## config.mk

```make
export PLATFORM = sky130hd
export DESIGN_NAME = decimal_field_formatter_core
export DESIGN_NICKNAME = d
export VERILOG_FILES = /design/src/rtl/dff_pkg.sv /design/src/rtl/dff_digits.sv /design/src/rtl/dff_line_build.sv /design/src/rtl/decimal_field_formatter_core.sv
export SDC_FILE = /design/constraint.sdc
export NUM_CORES = 1
export LEC_CHECK = 0
export ABC_AREA = 1
export ABC_CLOCK_PERIOD_IN_PS = 11000
export BUFFER_PORTS_ARGS = -buffer_cell sky130_fd_sc_hd__buf_2
export CORE_UTILIZATION = 50
export CTS_CLUSTER_SIZE = 28
export DETAILED_ROUTE_END_ITERATION = 8
export PLACE_DENSITY_LB_ADDON = 0.12
export SLEW_MARGIN = 30
export SYNTH_ARGS = -nofsm -noshare
export SYNTH_HDL_FRONTEND = slang
export SYNTH_SLANG_ARGS = --single-unit
```

## constraint.sdc

```tcl
create_clock -name clock -period 11 [get_ports clock]
set_clock_uncertainty 0.1 [all_clocks]
set_input_delay 1.65 -clock clock [delete_from_list [all_inputs] [get_ports clock]]
set_output_delay 1.65 -clock clock [all_outputs]
set_load 0.01 [all_outputs]
```

## src/rtl/dff_pkg.sv

```systemverilog
package dff_pkg;

   localparam int LINE_MAX = 19;
   localparam int LEN_W    = 5;
   localparam int DIGIT_W  = 4;
   localparam int REM_W    = 10;

   // Largest value shown as digits; anything above shows stars.
   localparam logic [31:0] LIMIT_VALUE = 32'd9999;

   // Format codes
   localparam logic [1:0] OP_RAW     = 2'd0;
   localparam logic [1:0] OP_VOLTAGE = 2'd1;
   localparam logic [1:0] OP_PERCENT = 2'd2;
   localparam logic [1:0] OP_PWM     = 2'd3;

   typedef logic [7:0] char_type;
   typedef logic [LINE_MAX-1:0][7:0] line_type;

   localparam char_type ASCII_ZERO = 8'h30;
   localparam char_type STAR_CHAR  = 8'h2A;
   localparam char_type SPACE_CHAR = 8'h20;
   localparam char_type DOT_CHAR   = 8'h2E;
   localparam char_type PCT_CHAR   = 8'h25;
   localparam char_type V_CHAR     = 8'h56;

   localparam int LABEL_RAW_LEN  = 5;
   localparam int LABEL_VOLT_LEN = 9;
   localparam int LABEL_PCT_LEN  = 9;
   localparam int LABEL_PWM_LEN  = 10;

   localparam char_type LABEL_RAW [LABEL_RAW_LEN] = '{"R", "a", "w", ":", " "};
   localparam char_type LABEL_VOLT [LABEL_VOLT_LEN] =
      '{"V", "o", "l", "t", "a", "g", "e", ":", " "};
   localparam char_type LABEL_PCT [LABEL_PCT_LEN] =
      '{"P", "e", "r", "c", "e", "n", "t", ":", " "};
   localparam char_type LABEL_PWM [LABEL_PWM_LEN] =
      '{"P", "W", "M", " ", "d", "u", "t", "y", ":", " "};

   localparam logic [LEN_W-1:0] LEN_RAW     = 5'd9;
   localparam logic [LEN_W-1:0] LEN_VOLTAGE = 5'd16;
   localparam logic [LEN_W-1:0] LEN_PERCENT = 5'd18;
   localparam logic [LEN_W-1:0] LEN_PWM     = 5'd19;

   typedef struct packed {
      logic               over;
      logic [DIGIT_W-1:0] thou;
      logic [DIGIT_W-1:0] hund;
      logic [DIGIT_W-1:0] tens;
      logic [DIGIT_W-1:0] ones;
   } digits_type;

endpackage

```

## src/rtl/dff_digits.sv

```systemverilog
module dff_digits import dff_pkg::*; (
   input  logic [REM_W-1:0]   rem,
   output logic [DIGIT_W-1:0] hund,
   output logic [DIGIT_W-1:0] tens,
   output logic [DIGIT_W-1:0] ones
);

   logic [15:0] hund_prod;
   logic [9:0]  hund_back;
   logic [9:0]  rem100;
   logic [13:0] tens_prod;
   logic [6:0]  tens_back;
   logic [6:0]  rem10;

   // rem < 1000: n/100 == (n*41)>>12, then n/10 == (n*103)>>10 for n < 100
   always_comb begin
      hund_prod = 16'(rem) * 16'd41;
      hund      = hund_prod[15:12];
      hund_back = 10'(hund) * 10'd100;
      rem100    = rem - hund_back;
      tens_prod = 14'(rem100[6:0]) * 14'd103;
      tens      = tens_prod[13:10];
      tens_back = 7'(tens) * 7'd10;
      rem10     = rem100[6:0] - tens_back;
      ones      = rem10[DIGIT_W-1:0];
   end

endmodule

```

## src/rtl/dff_line_build.sv

```systemverilog
module dff_line_build import dff_pkg::*; (
   input  digits_type       digits,
   input  logic [1:0]       opcode,
   output line_type         line,
   output logic [LEN_W-1:0] len
);

   char_type ch_thou;
   char_type ch_hund;
   char_type ch_tens;
   char_type ch_ones;
   char_type pct_thou;
   char_type pct_hund;
   logic     blank_thou;

   always_comb begin
      ch_thou = digits.over ? STAR_CHAR : (ASCII_ZERO | char_type'(digits.thou));
      ch_hund = digits.over ? STAR_CHAR : (ASCII_ZERO | char_type'(digits.hund));
      ch_tens = digits.over ? STAR_CHAR : (ASCII_ZERO | char_type'(digits.tens));
      ch_ones = digits.over ? STAR_CHAR : (ASCII_ZERO | char_type'(digits.ones));

      // blank leading zeros of the percent layout only
      blank_thou = !digits.over && (digits.thou == '0);
      pct_thou   = blank_thou ? SPACE_CHAR : ch_thou;
      pct_hund   = (blank_thou && digits.hund == '0) ? SPACE_CHAR : ch_hund;
   end

   always_comb begin
      line = {LINE_MAX{SPACE_CHAR}};
      len  = LEN_RAW;
      unique case (opcode)
         OP_RAW: begin
            for (int i = 0; i < LABEL_RAW_LEN; i++) line[i] = LABEL_RAW[i];
            line[5] = ch_thou;
            line[6] = ch_hund;
            line[7] = ch_tens;
            line[8] = ch_ones;
            len     = LEN_RAW;
         end
         OP_VOLTAGE: begin
            for (int i = 0; i < LABEL_VOLT_LEN; i++) line[i] = LABEL_VOLT[i];
            line[9]  = ch_thou;
            line[10] = DOT_CHAR;
            line[11] = ch_hund;
            line[12] = ch_tens;
            line[13] = ch_ones;
            line[14] = SPACE_CHAR;
            line[15] = V_CHAR;
            len      = LEN_VOLTAGE;
         end
         OP_PERCENT: begin
            for (int i = 0; i < LABEL_PCT_LEN; i++) line[i] = LABEL_PCT[i];
            line[9]  = pct_thou;
            line[10] = pct_hund;
            line[11] = ch_tens;
            line[12] = DOT_CHAR;
            line[13] = ch_ones;
            line[14] = SPACE_CHAR;
            line[15] = PCT_CHAR;
            line[16] = SPACE_CHAR;
            line[17] = SPACE_CHAR;
            len      = LEN_PERCENT;
         end
         OP_PWM: begin
            for (int i = 0; i < LABEL_PWM_LEN; i++) line[i] = LABEL_PWM[i];
            line[10] = ch_thou;
            line[11] = ch_hund;
            line[12] = ch_tens;
            line[13] = DOT_CHAR;
            line[14] = ch_ones;
            line[15] = SPACE_CHAR;
            line[16] = PCT_CHAR;
            line[17] = SPACE_CHAR;
            line[18] = SPACE_CHAR;
            len      = LEN_PWM;
         end
         default: begin
            len = LEN_RAW;
         end
      endcase
   end

endmodule

```

## src/rtl/decimal_field_formatter_core.sv

```systemverilog
// Decimal field formatter. Each word (value, opcode) becomes one ASCII line that
// leaves on rsp_character one character per cycle, rsp_strobe high on every
// character and rsp_last on the final one; the receiver cannot stall, so take
// each character in the cycle it is shown. Lines are 9 (raw), 16 (voltage),
// 18 (percent) or 19 (pwm duty) characters, and a value above 9999 shows '*'
// in every digit position. A word is taken when start is high and busy is low.
// busy is high while the input register holds a word that has not yet moved
// into the output shift register; that move happens when the shift register
// is empty or shows its last character, so consecutive lines leave with no gap
// and a new word can be taken while the previous line is still leaving. With
// the block idle, an accepted word is registered first in the input register
// and then in the output shift register, which then shows its first character.
// The output shift register, emptying one character per cycle, sets the pace
// at which words are taken.
module decimal_field_formatter_core import dff_pkg::*; (
   input  logic        clock,
   input  logic        reset,
   input  logic        start,
   output logic        busy,
   input  logic [31:0] req_value,
   input  logic [1:0]  req_opcode,
   output logic        rsp_strobe,
   output logic [7:0]  rsp_character,
   output logic        rsp_last
);

   // input register
   logic               in_valid_ff, in_valid_in;
   logic               over_ff;
   logic [DIGIT_W-1:0] thou_ff;
   logic [REM_W-1:0]   rem_ff;
   logic [1:0]         op_ff;

   // output shift register
   line_type           line_ff, line_in;
   logic [LEN_W-1:0]   cnt_ff, cnt_in;

   logic               accept;
   logic               load;
   logic [27:0]        thou_prod;
   logic [DIGIT_W-1:0] thou_new;
   logic [13:0]        rem_new;
   logic [DIGIT_W-1:0] digit_hund;
   logic [DIGIT_W-1:0] digit_tens;
   logic [DIGIT_W-1:0] digit_ones;
   digits_type         digits;
   line_type           line_new;
   logic [LEN_W-1:0]   len_new;

   assign busy   = in_valid_ff;
   assign accept = start && !in_valid_ff;
   // move the held word out when the shift register is empty or on its last character
   assign load   = in_valid_ff && (cnt_ff == '0 || cnt_ff == LEN_W'(1));

   // split off the thousands digit on the way in: v/1000 == (v*8389)>>23 for v < 10000
   always_comb begin
      thou_prod = 28'(req_value[13:0]) * 28'd8389;
      thou_new  = thou_prod[26:23];
      rem_new   = req_value[13:0] - (14'(thou_new) * 14'd1000);
   end

   always_ff @(posedge clock) begin
      if (accept) begin
         over_ff <= req_value > LIMIT_VALUE;
         thou_ff <= thou_new;
         rem_ff  <= rem_new[REM_W-1:0];
         op_ff   <= req_opcode;
      end
   end

   dff_digits u_digits (
      .rem  (rem_ff),
      .hund (digit_hund),
      .tens (digit_tens),
      .ones (digit_ones)
   );

   assign digits = '{over: over_ff, thou: thou_ff, hund: digit_hund,
                     tens: digit_tens, ones: digit_ones};

   dff_line_build u_line_build (
      .digits (digits),
      .opcode (op_ff),
      .line   (line_new),
      .len    (len_new)
   );

   always_comb begin
      in_valid_in = in_valid_ff;
      if (accept) begin
         in_valid_in = 1'b1;
      end else if (load) begin
         in_valid_in = 1'b0;
      end
   end

   // load a fresh line, or advance one character
   always_comb begin
      line_in = line_ff;
      cnt_in  = cnt_ff;
      if (load) begin
         line_in = line_new;
         cnt_in  = len_new;
      end else if (cnt_ff != '0) begin
         line_in = line_ff >> 8;
         cnt_in  = cnt_ff - LEN_W'(1);
      end
   end

   always_ff @(posedge clock) begin
      if (reset) begin
         in_valid_ff <= 1'b0;
         cnt_ff      <= '0;
      end else begin
         in_valid_ff <= in_valid_in;
         cnt_ff      <= cnt_in;
      end
   end

   always_ff @(posedge clock) begin
      line_ff <= line_in;
   end

   assign rsp_strobe    = cnt_ff != '0;
   assign rsp_character = line_ff[0];
   assign rsp_last      = cnt_ff == LEN_W'(1);

   // a line leaves without gaps until its last character
   a_line_continuous: assert property (@(posedge clock) disable iff (reset)
      rsp_strobe && !rsp_last |=> rsp_strobe)
      else $error("line broke off before its last character");

   // a held word moves out at once when the shift register is idle
   a_idle_load: assert property (@(posedge clock) disable iff (reset)
      busy && !rsp_strobe |=> rsp_strobe && !busy)
      else $error("held word not loaded into idle shift register");

   // a held word follows its predecessor's last character with no gap
   a_back_to_back: assert property (@(posedge clock) disable iff (reset)
      busy && rsp_last |=> rsp_strobe && !busy)
      else $error("held word did not follow the last character");

   // an accepted word raises busy
   a_accept_busy: assert property (@(posedge clock) disable iff (reset)
      start && !busy |=> busy)
      else $error("accepted word not held");

endmodule
```

# After elaboration in Yosys (flattened, before gate mapping)
# Cells that the tools add are included.
# op_classes
n_addsub	4
mul	6
n_div	0
magnitude_cmp	1
eq_ne	4
shift	0
mux	16
bitwise_logic	0
n_reduce_logical	14
# ops
operator	count
$mux 144	2
$pmux 72 s4	1
$pmux 55 s3	1
$gt 32x14->1 const B	1
$mux 5	6
$mul 14x14->27 const B	1
$pmux 5 s4	1
$mul 10x6->16 const B	1
$mux 8	2
$mul 7x7->14 const B	1
$sub 10x10->10	1
$logic_not 4->1	2
$mul 4x7->7 const B	1
$sub 7x7->7	1
$eq 5x1->1 const B	1
$logic_not 5->1	1
$mul 4x5->5 const B	1
$reduce_bool 5->1	1
$sub 5x1->5 const B	1
$eq 2x2->1 const B	2
$logic_and 1x1->1	4
$mul 4x3->3 const B	1
$reduce_bool 2->1	2
$sub 4x4->4	1
6 further kinds	8
# totals
reg_bits	168
latchBits	0
ram_bits	0
romBits	0
inputBits	37
out_inout_bits	11
elab_cells	70
mem_count	0

# Longest topological paths before layout
# Gate-level depths: netlist of the first run.
# logic_depth
ltp_word	9
depth_mapped	43
mapped_depth_nobuf	43

# Hierarchy
# A second synthesis of the first run with hierarchy kept.
# hier_totals
hier_cells	1671
hier_area_um2	14169.8
# by_module_without_submodules
module	instances	cells_each	area_each_um2	seq_area_each_um2
decimal_field_formatter_core	1	1162	10625.2	5195.0
dff_digits	1	288	2162.1	0.0
dff_line_build	1	221	1382.6	0.0

# Worst setup path after synthesis of the first run
# Ideal clock, no wire load.
# synth_path
path_type	input -> register
from	input port req_value[8]
to	register rem_ff[9], data pin
setup_time_ns	0.253
arrival_time_ns	7.423
required_ns	10.647
slack_ns	3.224
path_stages	27
path_buffers	0
cell_sequence	ha_1 -> ha_1 -> ha_1 -> inv_1 -> fa_1 -> inv_1 -> fa_1 -> ha_1 -> ha_1 -> a21oi_1 -> o21ai_0 -> a21oi_1 -> nor2_1 -> nor3b_1 -> nand2_1 -> nand2_1 -> nand2_1 -> fa_1 -> fa_1 -> inv_1 -> ha_1 -> xor2_1 -> ha_1 -> a21oi_1 -> xor2_1 -> nand3b_1 -> nand2_1
# synth_via
elab_chain_cells	3
# synth_lines
item	line_no	text
start, declared	decimal_field_formatter_core.sv:20	input logic [31:0] req_value,
$mul 14x14->27	decimal_field_formatter_core.sv:57	thou_prod = 28'(req_value[13:0]) * 28'd8389;
$mul 4x7->7	decimal_field_formatter_core.sv:59	rem_new = req_value[13:0] - (14'(thou_new) * 14'd1000);
$sub 10x10->10 *	decimal_field_formatter_core.sv:59	
net rem_new[9]	decimal_field_formatter_core.sv:42	logic [13:0] rem_new;
end signal, assigned	decimal_field_formatter_core.sv:66	rem_ff <= rem_new[REM_W-1:0];
end, declared	decimal_field_formatter_core.sv:31	logic [REM_W-1:0] rem_ff;
# Mark *: on every way through the listed nets, which the timed path passes. The rest lies on a longest branch.
# A chain may end at the register's enable or synchronous reset.

==> metrics.txt, run 1 <==
status completed; Crit path largest cell delay 530 ps; Num CTS Buffers 17; worst hold path class flop to flop; WP data required 11,080 ps; crit end category flop; Gate Count Post-Synth 1,188; share of cells above drive strength 1 10.60%; Pins Over Slew Limit 0; Rel. slew slack 38.31%; GR Overflow Total 0; prevailing post-synth register cell edfxtp_1; Port Buffers 46; number of synthesized flops with an enable pin 129; syn_area_per_cell 9.341 sq um; Worst Path Arrival 8630 ps; Clock Latency Late Sink 420 ps; crit path max-delay cell type edfxtp_1; RSZ-0062 raised after global routing false; initial antenna violation count 0; count of different cell masters after synthesis 55; H-tree levels 4; CTS tree done; Tot GR Track Use 22.54%; detailed placer's ending HPWL 18,690 um; synthesized cell area 11,100 sq um; final period utilization 77.72%; post-synth top area cell edfxtp_1; first-pass GRT wire length 39,510 um; Layout fillers 1,994; Worst-path clk slew 70 ps; Die ar. 22,790 sq um; final-report setup violation count 0; I/O pin cnt 48; CP startpoint kind flop; 1st-pass router iterations 6; #FFs+latches synth 136; # clock sinks 136; routability cong. 0.8579; final worst slack 2451 ps; fraction of registers with async set/reset 0%; top-area cell type share of the netlist area 34.91%; largest cells by area after synthesis edfxtp_1 (35%), ha_1 (22%), nand2_1 (8.3%), inv_1 (7.4%), fa_1 (7.2%); Final min period 8549 ps; Vias/cell 5.222; Max Clk Rate 117.0 MHz; drt drc 0; CP max FO 4; CP Buf/Inv Count 5; Routed WL per cell 15.72 um; kind of critical path flop to flop; Routed Antenna Nets 0; vias in the first global route 7,970; Layout Nets 1,507; root buffer cell clkbuf_16; Ys Warns 0; Longest Clk Path Bufs 2; post-synthesis sequential area ratio 36.17%; CP dominant cell by count nand2_1; Setup Slack @ Placement 2386 ps; setup_tns 0 ps; # resized after CTS 0; Core Rows 54; initial DRC count 449; die width 151.0 um; syn nets 1,463; Top delay family on crit path adder cells; maximum number of pins on one net before global-route repair 77; Core Area 21,820 sq um; synth-to-layout area growth 9.573%; Setup Fix Bufs, Post-CTS 0; total of max-cap violations 0; final WL 23,970 um; slew of the pin with the lowest slew margin 925.3 ps; Vias 7,963; Fin. Hold Viols 0; Die Height 151.0 um; ant diodes 0; initial core utilization 50.85%; Post-CTS Hold Fix Bufs 0
-- worst register-to-register path: cells and delay by family, from the launching register on --
kind / cells / cell delay, ps
AOI/OAI and AO/OA: 4 / 720
xor gates and xnor gates: 2 / 540
adders and majority gates: 13 / 4530
buffers and inverters: 5 / 400
DFF: 1 / 530
and+or+nand+nor: 17 / 1510
-- kinds of logic after synthesis --
group                    synth area share, %
adder cells (fa/ha/maj)                29.54
AND/OR/NAND/NOR                        16.00
XOR/XNOR                               1.657
other                                0.03379
AO/OA/AOI/OAI                          7.453
flip-flops                             36.17
buffers and inverters                  9.144
-- area by class of cell --
cell class | instances | area, sq um | area share (%)
multi-input cells | 801 | 6068 | 49.91
flip-flops and latches | 136 | 4014 | 33.01
inverters | 227 | 858.3 | 7.059
clock buffers | 17 | 425.4 | 3.499
well taps | 280 | 350.3 | 2.881
repair buffers | 49 | 252.7 | 2.079
clock inverters | 15 | 190.2 | 1.564
-- cells in the mapped netlist, drive strengths merged (2+ instances only) --
master  number
a31oi        2
o211ai      13
nor4         7
nor3         7
inv        225
nand3       41
a211oi       2
o221ai       3
a21oi       55
nand3b       4
a31o         2
fa          40
xnor2        7
nor2        71
buf         22
a21o         3
xor2        14
dfxtp        7
or2         22
nand4        8
ha         198
nand2      245
clkbuf       2
a32o         2
o22ai        4
o21ai       40
edfxtp     129
clkinv       2
o21bai       2
-- final timing paths --
| kind | endpoint | from | depth (start not counted) | slack (ps) |
|---|---|---|---|---|
| worst min-delay path | line_ff[149] | line_ff[149] | 2 | 380 |
| worst min register to register | line_ff[149] | line_ff[149] | 2 | 380 |
| worst max register to register | line_ff[67] | rem_ff[6] | 41 | 2450 |
| worst max-delay path | line_ff[67] | rem_ff[6] | 41 | 2450 |
-- cell usage in the layout (no fill, tap or decap), drive strengths merged, types with 2 or more instances in the layout --
master  count
nor2       71
ha        198
bufinv      3
buf        49
a31o        2
nand3b      4
o21ai      40
inv       232
xor2       14
o211ai     13
a32o        2
o21bai      2
a21oi      55
clkinv      7
dfxtp       7
a211oi      2
fa         40
nand4       8
xnor2       7
edfxtp    129
o221ai      3
nand2     245
nor3        7
a21o        3
nand3      41
or2        22
clkbuf     17
a31oi       2
o22ai       4
nor4        7
-- through the flow --
step                      std cells  hold slack [ps]  utilization, %  area [sq um]
after floorplan                1188            350.8               -         11100
after global placement         1493            368.0           52.90         11540
after detailed placement       1493            371.3           52.90         11540
after CTS                      1525            380.7           55.72         12160
after global routing           1525            417.5           55.72         12160
final                          1525            375.7           55.72         12160
-- sequential cells by signal (all words and copies together) (netlist names) --
register	cells
busy	1
thou_ff	4
op_ff	2
rsp_character	7
rem_ff	10
line_ff	106
cnt_ff	5
over_ff	1
-- layer usage --
layer / GRT usage, % / vias up / wire length [um]
li1: - / 4019 / -
met1: 31.09 / 3747 / 11380
met2: 37.32 / 176 / 11280
met3: 3.343 / 21 / 994
met4: 5.100 / 0 / 312
met5: 0 / - / 0
Power of run 1 is not shown: default switching activity piles up to over one toggle a cycle in this logic, so the estimate is an artifact.
==> inputs of run 2 (changes only) <==
--- a/config.mk
+++ b/config.mk
@@ -6,7 +6,7 @@
 export NUM_CORES = 1
 export LEC_CHECK = 0
 export ABC_AREA = 1
-export ABC_CLOCK_PERIOD_IN_PS = 11000
+export ABC_CLOCK_PERIOD_IN_PS = 8070
 export BUFFER_PORTS_ARGS = -buffer_cell sky130_fd_sc_hd__buf_2
 export CORE_UTILIZATION = 50
 export CTS_CLUSTER_SIZE = 28
==> constraint.sdc (replaced) <==
create_clock -name clock -period 8.07 [get_ports clock]
set_clock_uncertainty 0.1 [all_clocks]
set_input_delay 1.2105 -clock clock [delete_from_list [all_inputs] [get_ports clock]]
set_output_delay 1.2105 -clock clock [all_outputs]
set_load 0.01 [all_outputs]
==> metrics.txt, run 2 (same netlist as run 1, synthesis figures left out) <==
drt drc 0 (unchanged); CTS tree done; worst r2r src rem_ff[4]; detailed placer's ending HPWL 17,740 um (-5.1%); Setup Slack @ Placement 19.05 ps (-2367 ps); Crit path largest cell delay 540 ps (about the same); Fin Hold WS 388.5 ps (+12.79 ps); most frequent cells in the layout nand2_1 (240), inv_1 (214), ha_1 (179); Vias/cell 5.120 (-1.9%); initial DRC count 480 (+6.9%); hold path cells 2 (unchanged); Die ar. 22,790 sq um (unchanged); # clock sinks 136 (unchanged); final WL 23,570 um (-1.7%); Util after Layout 57.68% (+2.0 points); kind of critical path flop to flop; Vias 7,952 (-0.14%); r2r setup slk 530 ps (-1930 ps); Core Rows 54 (unchanged); Clock Latency Late Sink 420 ps (about the same); routability cong. 0.8831 (+2.9%); first-pass GRT wire length 38,320 um (-3.0%); Routed Antenna Nets 0 (unchanged); Fin. Hold Viols 0 (unchanged); GR Overflow Total 0 (unchanged); Pins Over Slew Limit 0 (unchanged); 1st-pass router iterations 7 (+1); Num CTS Buffers 17 (unchanged); synth-to-layout area growth 13.44%; Worst Path Arrival 7630 ps (-1000 ps); share of cells above drive strength 1 15.32% (+4.7 points); total of max-cap violations 0 (unchanged); max FFs per register 106 (unchanged); maximum number of pins on one net before global-route repair 75 (-2.6%); most common cell after layout, fill and taps aside nand2_1; Max Clk Rate 132.6 MHz (+13%); slew of the pin with the lowest slew margin 956.7 ps (+31.39 ps); Routed WL per cell 15.18 um (-3.4%); Top reg by flops line_ff; final worst slack 526.0 ps (-1925 ps); worst hold path class flop to flop; initial antenna violation count 0 (unchanged); final-report setup violation count 0 (unchanged); final period utilization 93.48% (+16 points); root buffer cell clkbuf_16; Tot GR Track Use 21.95% (-0.59 points); FF-to-FF End line_ff[115]; crit end category flop; H-tree levels 4 (unchanged); final instance area 12,590 sq um (+3.5%); CP max FO 3 (-1); Rel. slew slack 36.22% (-2.1 points); I/O pin cnt 48 (unchanged); Worst-path clk slew 60 ps (about the same); die width 151.0 um (unchanged); placed cell area 11,720 sq um (+1.5%); CP startpoint kind flop; crit path to line_ff[115]; vias in the first global route 7,726 (-3.1%); cells on worst reg2reg path 41 (unchanged); crit path from rem_ff[4]; CP dominant cell by count nand2_1; Port Buffers 46 (unchanged); Final min period 7544 ps (-1005 ps); Die Height 151.0 um (unchanged); initial core utilization 50.85% (unchanged); status completed; Core Area 21,820 sq um (unchanged); Layout Nets 1,536 (+1.9%); WP data required 8150 ps (-2930 ps); crit path max-delay cell type fa_1; Longest Clk Path Bufs 2 (unchanged); ant diodes 0 (unchanged)
## run 2: worst min path at each step
stage	to	start
2_1_floorplan	line_ff[149]	line_ff[149]
3_3_place_gp	line_ff[149]	line_ff[149]
3_5_place_dp	line_ff[149]	line_ff[149]
4_1_cts	line_ff[8]	line_ff[16]
5_1_grt	line_ff[8]	line_ff[16]
6_report	line_ff[149]	line_ff[149]
## run 2: per-layer routing
layer,global-route usage [%],routed length [um],vias to the layer above
li1,-,-,4076
met1,30.55,11410,3695
met2,36.49,11180,165
met3,3.102,814,16
met4,4.150,164,0
met5,0,0,-
## run 2: cell type report
class	count	area (sq um)
Timing Repair Buffer	78	470.5
Fill cell	1899	9235
Tap cell	280	350.3
Inverter	227	858.3
Sequential cell	136	4014
Clock buffer	17	425.4
Clock inverter	14	117.6
Multi-Input combinational cell	801	6352
## run 2: critical path, delay by kind of cell, from the launching register on
family,cells,cell delay [ps]
AO/OA/AOI/OAI,4,620
AND/OR/NAND/NOR,16,1350
adder cells (fa/ha/maj),13,4080
flip-flops,1,420
XOR/XNOR,2,380
buffers and inverters,6,350
## run 2: metrics by stage
stage / instances / setup TNS (ps)
2_1_floorplan: 1188 / 0
3_3_place_gp: 1516 / 0
3_5_place_dp: 1516 / 0
4_1_cts: 1547 / 0
5_1_grt: 1553 / -40.83
6_report: 1553 / 0
## run 2: what timing repair did
action | CTS | global route
setup buffers | 0 | 6
pin swaps | 1 | 20
resized for setup | 0 | 39
endpoints found under the setup margin | 1 | 6
hold buffers | 0 | 0
Power of run 2 is left out for the same reason.
==> inputs of run 3 (changes only) <==
--- a/config.mk
+++ b/config.mk
@@ -6,7 +6,7 @@
 export NUM_CORES = 1
 export LEC_CHECK = 0
 export ABC_AREA = 1
-export ABC_CLOCK_PERIOD_IN_PS = 8070
+export ABC_CLOCK_PERIOD_IN_PS = 8440
 export BUFFER_PORTS_ARGS = -buffer_cell sky130_fd_sc_hd__buf_2
 export CORE_UTILIZATION = 50
 export CTS_CLUSTER_SIZE = 28
@@ -15,4 +15,5 @@
 export SLEW_MARGIN = 30
 export SYNTH_ARGS = -nofsm -noshare
 export SYNTH_HDL_FRONTEND = slang
+export SYNTH_HIERARCHICAL = 1
 export SYNTH_SLANG_ARGS = --single-unit
==> constraint.sdc (replaced) <==
create_clock -name clock -period 8.44 [get_ports clock]
set_clock_uncertainty 0.1 [all_clocks]
set_input_delay 1.266 -clock clock [delete_from_list [all_inputs] [get_ports clock]]
set_output_delay 1.266 -clock clock [all_outputs]
set_load 0.01 [all_outputs]
==> metrics.txt, run 3 <==
I/O pin cnt 48 (unchanged); Max Clk Rate 125.7 MHz (-5.2%); Tot GR Track Use 20.32% (-1.6 points); Ys Warns 6 (+6); post-synthesis sequential area ratio 36.66% (+0.49 points); fraction of registers with async set/reset 0% (unchanged); cells on worst reg2reg path 43 (+4.9%); Die Height 170.3 um (+13%); Crit path largest cell delay 560 ps (+20 ps); Rel. slew slack 38.29% (+2.1 points); CTS tree done; Post-CTS Hold Fix Bufs 0 (unchanged); post-synth top area cell edfxtp_1; root buffer cell clkbuf_16; Worst-path clk slew 80 ps (+20 ps); initial DRC count 747 (+56%); Routed WL per cell 13.28 um (-12%); #FFs+latches synth 175 (+29%); Num CTS Buffers 17 (unchanged); final worst slack 481.6 ps (-44.44 ps); Setup Slack @ Placement 88.77 ps (+69.73 ps); most frequent cells in the layout nand2_1 (629), inv_1 (206), ha_1 (184); initial core utilization 50.86% (about the same); # clock sinks 175 (+29%); 1st-pass router iterations 7 (unchanged); synth cell count leaders nand2_1 (632), inv_1 (206), ha_1 (196); vias in the first global route 9,648 (+25%); top-area cell type share of the netlist area 35.81% (+0.91 points); CP dominant cell by count nand2_1; number of synthesized flops with an enable pin 169 (+31%); Worst Path Arrival 8040 ps (+410 ps); top-count cell post-synth nand2_1; GR Overflow Total 0 (unchanged); final period utilization 94.29% (+0.81 points); hold path cells 2 (unchanged); synth-to-layout area growth 6.207%; CP max FO 5 (+2); Fin. Hold Viols 0 (unchanged); Layout Nets 1,955 (+27%); Final min period 7958 ps (+414.4 ps); detailed placer's ending HPWL 19,580 um (+10%); slew of the pin with the lowest slew margin 925.6 ps (-31.06 ps); largest cells by area after synthesis edfxtp_1 (36%), ha_1 (17%), nand2_1 (17%), buf_4 (6.4%), fa_1 (5.5%); crit end category flop; routability cong. 0.8859 (+0.32%); initial antenna violation count 0 (unchanged); max FFs per register 144 (+36%); Longest Clk Path Bufs 2 (unchanged); WP data required 8520 ps (+370 ps); worst hold path class flop to flop; synthesized cell area 14,170 sq um (+28%); Port Buffers 47 (+2.2%); most common cell after layout, fill and taps aside nand2_1; share of cells above drive strength 1 9.611% (-5.7 points); setup_tns 0 ps (unchanged); count of different cell masters after synthesis 50 (-9.1%); die width 170.3 um (+13%); first-pass GRT wire length 46,600 um (+22%); Vias/cell 4.748 (-7.3%); syn_area_per_cell 8.480 sq um (-9.2%); H-tree levels 4 (unchanged); total of max-cap violations 0 (unchanged); kind of critical path flop to flop; Gate Count Post-Synth 1,671 (+41%); final-report setup violation count 0 (unchanged); drt drc 0 (unchanged); crit path max-delay cell type fa_1; Core Rows 61 (+13%); Die ar. 29,020 sq um (+27%); Layout fillers 2,624 (+38%); Vias 9,847 (+24%); ant diodes 0 (unchanged); maximum number of pins on one net before global-route repair 93 (+24%); prevailing post-synth register cell edfxtp_1; Top reg by flops line_ff; Clock Latency Late Sink 440 ps (+20 ps); Routed Antenna Nets 0 (unchanged); status completed; Pins Over Slew Limit 0 (unchanged); Core Area 27,860 sq um (+28%); final WL 27,550 um (+17%); CP startpoint kind flop
run 3: worst max-delay path: cells and delay by family, from the launching register on:
kind / cells / cell delay [ps]
flops: 1 / 520
simple gates: 19 / 1720
fa+ha+maj: 13 / 4310
buf+inv: 6 / 290
xor+xnor: 1 / 190
compound gates: 4 / 590
run 3: cell type report:
cell class | instances | area [sq um] | area share [%]
Clock inverter | 14 | 162.7 | 1.081
Tap cell | 378 | 473.0 | 3.143
Clock buffer | 18 | 429.2 | 2.852
Timing Repair Buffer | 67 | 385.4 | 2.561
Inverter | 214 | 805.8 | 5.354
Sequential cell | 175 | 5195 | 34.52
Multi-Input combinational cell | 1208 | 7599 | 50.49
run 3: path summary, 6_finish.rpt:
path	startpoint	to	slack [ps]
max reg2reg	rem_ff[3]	line_ff[67]	480
min reg2reg	line_ff[26]	line_ff[18]	410
min	line_ff[26]	line_ff[18]	410
max	rem_ff[3]	line_ff[67]	480
run 3: layer usage:
layer | global-route usage (%) | part of all wire, % | up-vias
met4 | 5.210 | 1.4 | 0
met5 | 0 | 0 | -
met1 | 27.96 | 49 | 4523
li1 | - | - | 5178
met2 | 33.70 | 47 | 121
met3 | 2.698 | 2.5 | 25
run 3: what timing repair did:
item	in CTS	in global routing
buffers inserted	0	9
hold endpoints to repair	0	0
endpoints found under the setup margin	0	5
gates resized for setup	0	23
run 3: cell families after synthesis:
| kind of cell | count (synthesis) | share of synthesized area [%] |
|---|---|---|
| buf+inv | 356 | 12.93 |
| fa+ha+maj | 235 | 22.82 |
| compound gates | 89 | 3.797 |
| flops | 175 | 36.66 |
| other cells | 2 | 0.05300 |
| simple gates | 793 | 22.39 |
| xor+xnor | 21 | 1.351 |
run 3: per-stage QoR:
stage               hold WS (ps)  cells  area, sq um  util [%]
finish                     410.1   2074        15050     54.02
floorplan                  391.6   1739        14430         -
CTS                        415.4   2065        14790     53.11
global route               426.9   2074        15050     54.02
detailed placement         403.4   2033        14200     50.98
global placement           397.9   2033        14200     50.98
Power of run 3 is left out for the same reason.
